<file path="config.mk">
export PLATFORM = sky130hd
export DESIGN_NAME = mrt_bgp_update_parser
export DESIGN_NICKNAME = d
export VERILOG_FILES = /design/src/rtl/mbup_pkg.sv /design/src/rtl/mrt_bgp_update_parser.sv
export SDC_FILE = /design/constraint.sdc
export NUM_CORES = 1
export LEC_CHECK = 0
export ABC_AREA = 0
export BUFFER_PORTS_ARGS = -buffer_cell sky130_fd_sc_hd__clkbuf_2
export CAP_MARGIN = 20
export CORE_ASPECT_RATIO = 1.1
export CORE_MARGIN = 2
export CORE_UTILIZATION = 45
export DETAILED_ROUTE_END_ITERATION = 8
export GPL_ROUTABILITY_DRIVEN = 0
export PLACE_DENSITY = 0.66
export SETUP_SLACK_MARGIN = 0.2
export SYNTH_ARGS = -nofsm -noshare
export SYNTH_HDL_FRONTEND = slang
export SYNTH_SLANG_ARGS = --single-unit
</file>
<file path="constraint.sdc">
create_clock -name i_clk -period 10.79 [get_ports i_clk]
set_input_delay 0.5395 -clock i_clk [delete_from_list [all_inputs] [get_ports i_clk]]
set_output_delay 0.5395 -clock i_clk [all_outputs]
set_load 0.1 [all_outputs]
</file>
<file path="src/rtl/mbup_pkg.sv">
// Package with phase codes, record kinds and packing constants of the MRT BGP update parser.
package mbup_pkg;

    typedef enum logic [4:0] {
        PH_MRT_HDR   = 5'd0,
        PH_SKIP      = 5'd1,
        PH_PEERINFO  = 5'd2,
        PH_ADDR      = 5'd3,
        PH_MARKER    = 5'd4,
        PH_BGP_LEN   = 5'd5,
        PH_BGP_TYPE  = 5'd6,
        PH_WD_LEN    = 5'd7,
        PH_WD_PLEN   = 5'd8,
        PH_WD_OCT    = 5'd9,
        PH_ATTR_TOT  = 5'd10,
        PH_ATTR_FLG  = 5'd11,
        PH_ATTR_TYP  = 5'd12,
        PH_ATTR_LEN  = 5'd13,
        PH_ATTR_SKIP = 5'd14,
        PH_SEG_TYPE  = 5'd15,
        PH_SEG_CNT   = 5'd16,
        PH_SEG_AS    = 5'd17,
        PH_NL_PLEN   = 5'd18,
        PH_NL_OCT    = 5'd19
    } t_phase;

    localparam logic [1:0] KIND_WITHDRAWN  = 2'd0;
    localparam logic [1:0] KIND_PATH_AS    = 2'd1;
    localparam logic [1:0] KIND_ADVERTISED = 2'd2;
    localparam logic [1:0] KIND_MARKER_ERR = 2'd3;

    localparam logic [15:0] MRT_TYPE_BGP4MP = 16'd16;
    localparam logic [15:0] SUB_MESSAGE     = 16'd1;
    localparam logic [15:0] SUB_MESSAGE_AS4 = 16'd4;
    localparam logic [7:0]  BGP_UPDATE      = 8'd2;
    localparam logic [7:0]  ATTR_AS_PATH    = 8'd2;
    localparam logic [7:0]  SEG_AS_SET      = 8'd1;
    localparam logic [7:0]  MARKER_BYTE     = 8'hFF;
    localparam logic [15:0] BGP_HDR_LEN     = 16'd19;
    localparam logic [16:0] UPDATE_FIXED    = 17'd23;

    // Output tdata width: 2+32+8+32+1+32+32+32 = 171 bits, padded to 176.
    localparam int OUT_BITS  = 171;
    localparam int OUT_BYTES = (OUT_BITS + 7) / 8;

endpackage

</file>
<file path="src/rtl/mrt_bgp_update_parser.sv">
// Top level of the byte-serial MRT BGP4MP update parser.
// The parser takes one byte of an MRT dump per transfer and can take a byte in every
// cycle: each byte updates the parse state, and a record it produces is
// placed in a two-entry output stage, so the input keeps flowing while a record waits.
// The input stalls only while both output entries hold records, and it takes bytes
// again in the cycle after the receiver takes one of them.
// Each record is registered into the output queue as its last byte is taken. Output tdata packs, from
// bit 0: record_kind[1:0], prefix_address[33:2], prefix_length[41:34], path AS[73:42],
// ordered-path flag[74], peer_as[106:75], local_as[138:107], record_time[170:139],
// zeros above.
module mrt_bgp_update_parser (
    input  logic       i_clk,
    input  logic       i_rst_n,
    input  logic       s_axis_tvalid,
    output logic       s_axis_tready,
    input  logic [7:0] s_axis_tdata,   // data_byte[7:0]
    output logic       m_axis_tvalid,
    input  logic       m_axis_tready,
    // record_kind, prefix_address, prefix_length, path AS, ordered-path flag,
    // peer_as, local_as, record_time, zero padding
    output logic [mbup_pkg::OUT_BYTES*8-1:0] m_axis_tdata
);

    localparam int DW = mbup_pkg::OUT_BYTES * 8;

    mbup_pkg::t_phase r_ph, n_ph;
    logic [4:0]  r_fbc, n_fbc;
    logic [31:0] r_skip, n_skip;
    logic [15:0] r_bgp, n_bgp;
    logic [15:0] r_wd, n_wd;
    logic [15:0] r_atot, n_atot;
    logic [15:0] r_alen, n_alen;
    logic [7:0]  r_seg, n_seg;
    logic [31:0] r_asm, n_asm;
    logic        r_wide, n_wide;
    logic        r_v6, n_v6;
    logic [31:0] r_time, n_time;
    logic [31:0] r_peer, n_peer;
    logic [31:0] r_local, n_local;
    logic        r_ord, n_ord;
    logic        r_mbad, n_mbad;
    logic [15:0] r_afk, n_afk;

    // Two-entry output queue.
    logic [DW-1:0] r_q0, r_q1;
    logic          r_v0, r_v1;

    logic          acc, emit;
    logic [1:0]    e_kind;
    logic [31:0]   e_addr, e_asn;
    logic [7:0]    e_plen;
    logic [DW-1:0] e_word;

    assign s_axis_tready = !r_v1;
    assign acc = s_axis_tvalid && s_axis_tready;
    assign m_axis_tvalid = r_v0;
    assign m_axis_tdata = r_q0;

    function automatic logic [15:0] dec16(input logic [15:0] v);
        return (v != 16'd0) ? v - 16'd1 : 16'd0;
    endfunction

    always_comb begin
        logic [7:0]  b;
        logic [31:0] sh;
        logic [31:0] v;
        logic [2:0]  asw;
        logic [16:0] sum;
        logic [8:0]  oct;
        logic        nl;
        logic [15:0] wdn;
        logic [7:0]  sgn;
        b = s_axis_tdata;
        sh = {r_asm[23:0], b};
        asw = r_wide ? 3'd4 : 3'd2;
        v = r_wide ? sh : {16'd0, sh[15:0]};
        sum = 17'd0;
        oct = 9'd0;
        wdn = 16'd0;
        sgn = 8'd0;
        nl = (r_ph == mbup_pkg::PH_NL_PLEN) || (r_ph == mbup_pkg::PH_NL_OCT);
        n_ph = r_ph; n_fbc = r_fbc; n_skip = r_skip; n_bgp = r_bgp; n_wd = r_wd;
        n_atot = r_atot; n_alen = r_alen; n_seg = r_seg; n_asm = r_asm;
        n_wide = r_wide; n_v6 = r_v6; n_time = r_time; n_peer = r_peer;
        n_local = r_local; n_ord = r_ord; n_mbad = r_mbad; n_afk = r_afk;
        emit = 1'b0; e_kind = mbup_pkg::KIND_WITHDRAWN; e_addr = '0; e_plen = '0; e_asn = '0;
        unique case (r_ph)
            mbup_pkg::PH_MRT_HDR: begin
                n_asm = sh;
                n_fbc = r_fbc + 5'd1;
                if (r_fbc == 5'd3) begin
                    n_time = sh;
                end else if (r_fbc == 5'd7) begin
                    n_afk = 16'd0;
                    if (sh[31:16] == mbup_pkg::MRT_TYPE_BGP4MP
                        && sh[15:0] == mbup_pkg::SUB_MESSAGE_AS4) begin
                        n_afk = 16'd2; n_wide = 1'b1;
                    end else if (sh[31:16] == mbup_pkg::MRT_TYPE_BGP4MP
                        && sh[15:0] == mbup_pkg::SUB_MESSAGE) begin
                        n_afk = 16'd1; n_wide = 1'b0;
                    end
                end else if (r_fbc == 5'd11) begin
                    n_fbc = 5'd0;
                    if (r_afk == 16'd0) begin
                        n_skip = sh;
                        n_ph = (sh != 32'd0) ? mbup_pkg::PH_SKIP : mbup_pkg::PH_MRT_HDR;
                    end else begin
                        n_ph = mbup_pkg::PH_PEERINFO;
                    end
                end
            end
            mbup_pkg::PH_SKIP, mbup_pkg::PH_ADDR: begin
                n_skip = (r_skip != 32'd0) ? r_skip - 32'd1 : 32'd0;
                if (r_skip <= 32'd1) begin
                    n_fbc = 5'd0;
                    if (r_ph == mbup_pkg::PH_SKIP) begin
                        n_ph = mbup_pkg::PH_MRT_HDR;
                    end else begin
                        n_ph = mbup_pkg::PH_MARKER; n_mbad = 1'b0; n_ord = 1'b1;
                    end
                end
            end
            mbup_pkg::PH_PEERINFO: begin
                n_asm = sh;
                n_fbc = r_fbc + 5'd1;
                if (r_fbc == {2'd0, asw} - 5'd1) begin
                    n_peer = v;
                end else if (r_fbc == {1'b0, asw, 1'b0} - 5'd1) begin
                    n_local = v;
                end else if (r_fbc == {1'b0, asw, 1'b0} + 5'd3) begin
                    n_v6 = (sh[15:0] != 16'd1);
                    n_skip = (sh[15:0] != 16'd1) ? 32'd32 : 32'd8;
                    n_ph = mbup_pkg::PH_ADDR;
                    n_fbc = 5'd0;
                end
            end
            mbup_pkg::PH_MARKER: begin
                if (b != mbup_pkg::MARKER_BYTE) n_mbad = 1'b1;
                n_fbc = r_fbc + 5'd1;
                if (r_fbc >= 5'd15) begin
                    n_fbc = 5'd0; n_ph = mbup_pkg::PH_BGP_LEN;
                end
            end
            mbup_pkg::PH_BGP_LEN, mbup_pkg::PH_WD_LEN, mbup_pkg::PH_ATTR_TOT: begin
                n_asm = sh;
                n_fbc = r_fbc + 5'd1;
                if (r_fbc >= 5'd1) begin
                    n_fbc = 5'd0;
                    if (r_ph == mbup_pkg::PH_BGP_LEN) begin
                        n_bgp = sh[15:0];
                        n_ph = mbup_pkg::PH_BGP_TYPE;
                    end else if (r_ph == mbup_pkg::PH_WD_LEN) begin
                        n_wd = sh[15:0];
                        sum = mbup_pkg::UPDATE_FIXED + {1'b0, sh[15:0]};
                        n_bgp = ({1'b0, r_bgp} > sum) ? r_bgp - sum[15:0] : 16'd0;
                        n_ph = (sh[15:0] != 16'd0) ? mbup_pkg::PH_WD_PLEN
                                                   : mbup_pkg::PH_ATTR_TOT;
                    end else begin
                        n_atot = sh[15:0];
                        wdn = (r_bgp > sh[15:0]) ? r_bgp - sh[15:0] : 16'd0;
                        n_wd = wdn;
                        if (sh[15:0] != 16'd0) n_ph = mbup_pkg::PH_ATTR_FLG;
                        else n_ph = (wdn != 16'd0) ? mbup_pkg::PH_NL_PLEN
                                                   : mbup_pkg::PH_MRT_HDR;
                    end
                end
            end
            mbup_pkg::PH_BGP_TYPE: begin
                if (r_mbad) begin
                    emit = 1'b1; e_kind = mbup_pkg::KIND_MARKER_ERR;
                end
                n_fbc = 5'd0;
                if (b == mbup_pkg::BGP_UPDATE) begin
                    n_ph = mbup_pkg::PH_WD_LEN;
                end else begin
                    n_skip = (r_bgp > mbup_pkg::BGP_HDR_LEN)
                           ? {16'd0, r_bgp - mbup_pkg::BGP_HDR_LEN} : 32'd0;
                    n_ph = (r_bgp > mbup_pkg::BGP_HDR_LEN) ? mbup_pkg::PH_SKIP
                                                          : mbup_pkg::PH_MRT_HDR;
                end
            end
            mbup_pkg::PH_WD_PLEN, mbup_pkg::PH_NL_PLEN: begin
                oct = ({1'b0, b} + 9'd7) >> 3;
                n_afk = {8'd0, b};
                n_seg = oct[7:0];
                n_asm = 32'd0;
                n_fbc = 5'd0;
                wdn = dec16(r_wd);
                n_wd = wdn;
                if (oct == 9'd0) begin
                    emit = 1'b1;
                    e_kind = nl ? mbup_pkg::KIND_ADVERTISED : mbup_pkg::KIND_WITHDRAWN;
                    e_plen = b;
                    if (wdn != 16'd0) n_ph = r_ph;
                    else n_ph = nl ? mbup_pkg::PH_MRT_HDR : mbup_pkg::PH_ATTR_TOT;
                end else begin
                    n_ph = nl ? mbup_pkg::PH_NL_OCT : mbup_pkg::PH_WD_OCT;
                end
            end
            mbup_pkg::PH_WD_OCT, mbup_pkg::PH_NL_OCT: begin
                unique case (r_fbc[1:0])
                    2'd0: e_addr = r_asm | {b, 24'd0};
                    2'd1: e_addr = r_asm | {8'd0, b, 16'd0};
                    2'd2: e_addr = r_asm | {16'd0, b, 8'd0};
                    default: e_addr = r_asm | {24'd0, b};
                endcase
                if (r_fbc >= 5'd4) e_addr = r_asm;
                n_asm = e_addr;
                if (r_fbc < 5'd4) n_fbc = r_fbc + 5'd1;
                sgn = (r_seg != 8'd0) ? r_seg - 8'd1 : 8'd0;
                n_seg = sgn;
                wdn = dec16(r_wd);
                n_wd = wdn;
                if (sgn == 8'd0) begin
                    emit = 1'b1;
                    e_kind = nl ? mbup_pkg::KIND_ADVERTISED : mbup_pkg::KIND_WITHDRAWN;
                    e_plen = r_afk[7:0];
                    n_fbc = 5'd0;
                    if (wdn != 16'd0) n_ph = nl ? mbup_pkg::PH_NL_PLEN : mbup_pkg::PH_WD_PLEN;
                    else n_ph = nl ? mbup_pkg::PH_MRT_HDR : mbup_pkg::PH_ATTR_TOT;
                end
            end
            mbup_pkg::PH_ATTR_FLG: begin
                n_afk = {b, 8'd0};
                n_atot = dec16(r_atot);
                n_ph = mbup_pkg::PH_ATTR_TYP;
            end
            mbup_pkg::PH_ATTR_TYP: begin
                n_afk = {r_afk[15:8], b};
                n_atot = dec16(r_atot);
                n_fbc = 5'd0;
                n_asm = 32'd0;
                n_ph = mbup_pkg::PH_ATTR_LEN;
            end
            mbup_pkg::PH_ATTR_LEN: begin
                n_asm = sh;
                n_atot = dec16(r_atot);
                n_fbc = r_fbc + 5'd1;
                // Extended-length flag selects a two-byte attribute length.
                if (r_fbc + 5'd1 >= (r_afk[12] ? 5'd2 : 5'd1)) begin
                    n_alen = sh[15:0];
                    n_fbc = 5'd0;
                    if (sh[15:0] == 16'd0) begin
                        if (n_atot != 16'd0) n_ph = mbup_pkg::PH_ATTR_FLG;
                        else begin
                            n_ph = (r_wd != 16'd0) ? mbup_pkg::PH_NL_PLEN
                                                   : mbup_pkg::PH_MRT_HDR;
                        end
                    end else if (r_afk[7:0] == mbup_pkg::ATTR_AS_PATH) begin
                        n_ph = mbup_pkg::PH_SEG_TYPE;
                    end else begin
                        n_ph = mbup_pkg::PH_ATTR_SKIP;
                    end
                end
            end
            mbup_pkg::PH_ATTR_SKIP, mbup_pkg::PH_SEG_TYPE, mbup_pkg::PH_SEG_CNT,
            mbup_pkg::PH_SEG_AS: begin
                n_alen = dec16(r_alen);
                n_atot = dec16(r_atot);
                if (r_ph == mbup_pkg::PH_SEG_TYPE) begin
                    if (b == mbup_pkg::SEG_AS_SET) n_ord = 1'b0;
                    n_ph = mbup_pkg::PH_SEG_CNT;
                end else if (r_ph == mbup_pkg::PH_SEG_CNT) begin
                    n_seg = b;
                    n_fbc = 5'd0;
                    n_asm = 32'd0;
                    n_ph = mbup_pkg::PH_SEG_AS;
                end else if (r_ph == mbup_pkg::PH_SEG_AS) begin
                    n_asm = sh;
                    n_fbc = r_fbc + 5'd1;
                    if (r_fbc + 5'd1 >= {2'd0, asw}) begin
                        emit = 1'b1; e_kind = mbup_pkg::KIND_PATH_AS; e_asn = v;
                        n_fbc = 5'd0;
                        n_asm = 32'd0;
                        n_seg = (r_seg != 8'd0) ? r_seg - 8'd1 : 8'd0;
                    end
                end
                // Item end: attribute skip done, empty segment, or last AS of a segment.
                if ((r_ph == mbup_pkg::PH_ATTR_SKIP && n_alen == 16'd0)
                    || (r_ph == mbup_pkg::PH_SEG_CNT && b == 8'd0)
                    || (r_ph == mbup_pkg::PH_SEG_AS && emit && n_seg == 8'd0)) begin
                    if (r_ph != mbup_pkg::PH_ATTR_SKIP && n_alen != 16'd0) begin
                        n_ph = mbup_pkg::PH_SEG_TYPE;
                    end else if (n_atot != 16'd0) begin
                        n_ph = mbup_pkg::PH_ATTR_FLG;
                    end else begin
                        n_ph = (r_wd != 16'd0) ? mbup_pkg::PH_NL_PLEN : mbup_pkg::PH_MRT_HDR;
                        n_fbc = 5'd0;
                    end
                end
            end
            default: begin
                n_ph = mbup_pkg::PH_MRT_HDR;
                n_fbc = 5'd0;
            end
        endcase
        e_word = '0;
        e_word[mbup_pkg::OUT_BITS-1:0] = {r_time, r_local, r_peer, r_ord, e_asn, e_plen,
                                          e_addr & {32{e_kind[1] & ~e_kind[0]
                                                      | ~e_kind[1] & ~e_kind[0]}},
                                          e_kind};
    end

    always_ff @(posedge i_clk) begin
        if (!i_rst_n) begin
            r_ph <= mbup_pkg::PH_MRT_HDR;
            r_fbc <= '0; r_skip <= '0; r_bgp <= '0; r_wd <= '0; r_atot <= '0;
            r_alen <= '0; r_seg <= '0; r_asm <= '0; r_wide <= 1'b0; r_v6 <= 1'b0;
            r_time <= '0; r_peer <= '0; r_local <= '0; r_ord <= 1'b1;
            r_mbad <= 1'b0; r_afk <= '0;
            r_v0 <= 1'b0; r_v1 <= 1'b0;
        end else begin
            if (acc) begin
                r_ph <= n_ph; r_fbc <= n_fbc; r_skip <= n_skip; r_bgp <= n_bgp;
                r_wd <= n_wd; r_atot <= n_atot; r_alen <= n_alen; r_seg <= n_seg;
                r_asm <= n_asm; r_wide <= n_wide; r_v6 <= n_v6; r_time <= n_time;
                r_peer <= n_peer; r_local <= n_local; r_ord <= n_ord;
                r_mbad <= n_mbad; r_afk <= n_afk;
            end
            if (r_v0 && m_axis_tready) begin
                if (r_v1) begin
                    r_q0 <= r_q1;
                    r_v1 <= acc && emit;
                    r_q1 <= e_word;
                end else begin
                    r_v0 <= acc && emit;
                    r_q0 <= e_word;
                end
            end else if (acc && emit) begin
                if (r_v0) begin
                    r_v1 <= 1'b1; r_q1 <= e_word;
                end else begin
                    r_v0 <= 1'b1; r_q0 <= e_word;
                end
            end
        end
    end

    // The second queue entry is never filled while the first is empty.
    a_queue_order: assert property (@(posedge i_clk) disable iff (!i_rst_n)
        r_v1 |-> r_v0) else $error("output queue entry 1 valid without entry 0");

    // A path AS record only comes out of the segment AS phase.
    a_as_phase: assert property (@(posedge i_clk) disable iff (!i_rst_n)
        (acc && emit && e_kind == mbup_pkg::KIND_PATH_AS) |-> r_ph == mbup_pkg::PH_SEG_AS)
        else $error("path AS record outside segment phase");

    // A stalled full queue does not take input.
    a_full_stall: assert property (@(posedge i_clk) disable iff (!i_rst_n)
        (r_v1 && !m_axis_tready) |=> $stable(r_ph) || !$past(r_v1))
        else $error("parse state advanced while output queue full");

endmodule
</file>
==> summary.md <==
| Metric | Value |
|---|---|
| Cell Area, Synth | `0.03022 mm2` |
| Vias in the first global route | `23,738` |
| Hold-fix buffers at CTS | `0` |
| Ratio of cells with drive above 1 in the final layout | `0.1140` |
| CP required | `11,020 ps` |
| IO buf count | `184` |
| Clock Skew | `23.55 ps` |
| Synth top area cells | `edfxtp_1 34%, dfxtp_1 17%, nand2_1 8.6%` |
| Area growth, synth to finish | `11.96%` |
| WL final | `89,540 um` |
| Hold wc startpoint | `m_axis_tready` |
| Most used flip-flop cell after synthesis | `edfxtp_1` |
| Io pins | `190` |
| Most frequent cells in the layout | `692 x nand2_1, 392 x nor2_1, 342 x edfxtp_1` |
| Cell breakdown of the critical path | `clkbuf_2 > inv_1 > ha_1 > nand2b_1 > nand4_1 > xnor2_1 > o211ai_1 > nor3_1 > o311ai_0 > o21ai_0 > and3_4 > buf_4` |
| WL/cell | `20.59 um` |
| Worst Setup SP | `s_axis_tdata[1]` |
| CTS buffer count | `66` |
| Switching part of the total power | `0.2334` |
| Synth top area share | `0.3398` |
| Crit path max-delay cell type | `buf_4` |
| Psw | `1.137 mW` |
| H-tree Lvls | `3` |
| Top achievable clock speed | `0.1836 GHz` |
| Post-CTS Setup Bufs | `0` |
| Status | `complete, no violations` |
| Clk pin slew, worst setup/hold paths | `60 ps` |
| FF-to-FF Start | `r_ph[3]` |
| Clock power frac | `0.455` |
| Crit Path Max Fanout | `76` |
| Initial Util | `0.4551` |
| Root Buffer | `clkbuf_16` |
| Initial DRC count | `2,662` |
| Worst-Skew Late Latency | `620 ps` |
| Final TNS setup | `0 ps` |
| HPWL after detailed placement | `58,430 um` |
| Fraction of registers with async set/reset | `0` |
| Synthesis Warnings | `0` |
| Leak | `12.51 nW` |
| Design area | `0.03383 mm2` |
| FP Rows | `99` |
| # Max-Cap Violations | `0` |
| Worst Reg-to-Reg Cells | `7` |
| Resized Gates After CTS | `0` |
| Period utilization | `0.5047` |
| Post-synth EDFFs | `342` |
| First-pass GRT wire length | `137,600 um` |
| Synth Register Bits | `605` |
| Most common cell after layout, fill and taps aside | `nand2_1` |
| Die Y | `275.8 um` |
| Final hold violations | `0` |
| Clock Path Buffers | `3` |
| Largest net degree at the start of global routing | `93` |
| Startpoint types | `input pin` |
| Critical path class | `input pin to flop` |
| Data arrival, critical path | `5670 ps` |
| Die width | `251.1 um` |
| Diode count | `0` |
| GR Overflow Total | `0` |
| Tot GR Track Use | `0.2529` |
| HP Class | `input pin to flop` |
| DR DRC count | `0` |
| Cell accounting for the most synthesized area | `edfxtp_1` |
| Post-synthesis sequential area ratio | `0.5141` |
| Netlist cell types | `100` |
| Least-Margin Pin Slew | `1082 ps` |
| Combinational share of power | `0.044` |
| Int Pwr | `3.734 mW` |
| CTS tree | `built` |
| Hold Crit Depth | `3` |
| Synthesized area per cell | `8.975 um2` |
| Layout Nets | `3,508` |
| Cell area power density | `144.0 mW/mm2` |
| Die Area | `0.06924 mm2` |
| Minimum clock period | `5446 ps` |
| CP peak stage delay | `900 ps` |
| Setup-failing EPs final | `0` |
| Routed vias | `25,633` |
| WHS | `337.2 ps` |
| Clk sinks | `605` |
| Area of the core | `0.06639 mm2` |
| Synthesized instance count | `3,367` |
| Antenna Violating Nets Remaining | `0` |
| RSZ-0062 raised after global routing | `false` |
| Flop pwr share | `0.501` |
| Relative slew slack | `0.2786` |
| Worst setup EP type | `flop` |
| Pre-CTS WS | `4886 ps` |
| Pre-antenna DRT Iters | `7` |
| Fin worst setup slack | `5344 ps` |
| Via density | `5.895` |
| Slew Limit Fails | `0` |
| Placed cell areas | `0.03162 mm2` |
| Initial antenna violation count | `1` |
| Max VDD drop | `0.09793 mV` |
[layout make-up]
class	instances	area [um2]
tap	858	1074
clock inverter	23	207.7
timing repair buffer	235	1343
multi-input combinational	2459	13490
sequential	605	15530
inverter	69	264.0
clock buffer	99	1922
fill	6171	32560
[synth_stat cells (9+ instances only)]
master and n:
nor2b_1 21, nor2_1 395, o32ai_1 10, a211oi_1 49
or3_1 21, and3_1 20, xnor2_1 48, nand2_1 692
a31oi_1 22, a211o_1 10, nor4_1 37, mux2_2 12
nand2b_1 12, a22oi_1 50, o21a_1 13, o31ai_1 70
mux2i_1 11, nand3_1 61, a221oi_1 9, nor3_1 84
a21oi_1 291, nand4_1 21, a21o_1 13, ha_1 58
dfxtp_1 263, xor2_1 17, inv_1 65, and2_1 24
clkbuf_1 204, or4_1 19, o21ai_0 162, nor3b_1 9
edfxtp_1 342, o21ai_1 10, o211ai_1 19, buf_1 11
[state kept, by name (all words and copies together) (netlist names)]
name and count:
m_axis_tdata 171, r_q1 171, r_asm 32, r_local 32
r_peer 32, r_skip 32, r_time 32, r_afk 16
r_alen 16, r_atot 16, r_bgp 16, r_wd 16
r_seg 8, r_fbc 5, r_ph 5, m_axis_tvalid 1
r_mbad 1, r_ord 1, r_v1 1, r_wide 1
[cell families after synthesis]
logic type / synth area share
buffers and inverters: 0.04252
XOR/XNOR: 0.01884
AO/OA/AOI/OAI: 0.1793
other: 0.0001241
multiplexers: 0.008115
adder cells (fa/ha/maj): 0.02571
AND/OR/NAND/NOR: 0.2113
flip-flops: 0.5141
[power by group through the flow]
| stage | combinational, mW | sequential (mW) | clock, mW |
|---|---|---|---|
| 2_1_floorplan | 0.142 | 2.48 | 0 |
| 3_3_place_gp | 0.206 | 2.49 | 0 |
| 3_5_place_dp | 0.206 | 2.49 | 0 |
| 4_1_cts | 0.207 | 2.44 | 2.25 |
| 5_1_grt | 0.228 | 2.44 | 2.35 |
| 6_report | 0.213 | 2.44 | 2.22 |
[metrics by stage]
| step | power [mW] | util | instances |
|---|---|---|---|
| after floorplan | 2.619 | - | 3371 |
| after global placement | 2.696 | 0.4759 | 4217 |
| after detailed placement | 2.697 | 0.4763 | 4219 |
| after CTS | 4.902 | 0.5083 | 4341 |
| after global routing | 5.017 | 0.5096 | 4348 |
| final | 4.872 | 0.5096 | 4348 |
[worst max-delay path: cells and delay by family]
family,cells,cell delay [ps]
and+or+nand+nor,4,1680
adders and majority gates,1,320
AOI/OAI and AO/OA,3,870
xor gates and xnor gates,1,260
buffers and inverters,3,1850
[per-layer routing]
layer / vias up / share of wire / wire length (um) / GRT usage
met5: - / 0.00015 / 13 / 0
met4: 2 / 0.040 / 3547 / 0.1137
met3: 215 / 0.078 / 6949 / 0.03895
met2: 1064 / 0.47 / 41980 / 0.4159
met1: 12150 / 0.41 / 37050 / 0.3314
li1: 12202 / - / - / -
[worst paths after layout]
kind	end	slack, ps
worst max-delay path	r_q1[102]	5340
worst min-delay path	m_axis_tvalid	340
worst max register to register	r_q1[102]	5700
worst min register to register	r_q1[74]	430
(Power assumes the default switching activity.)
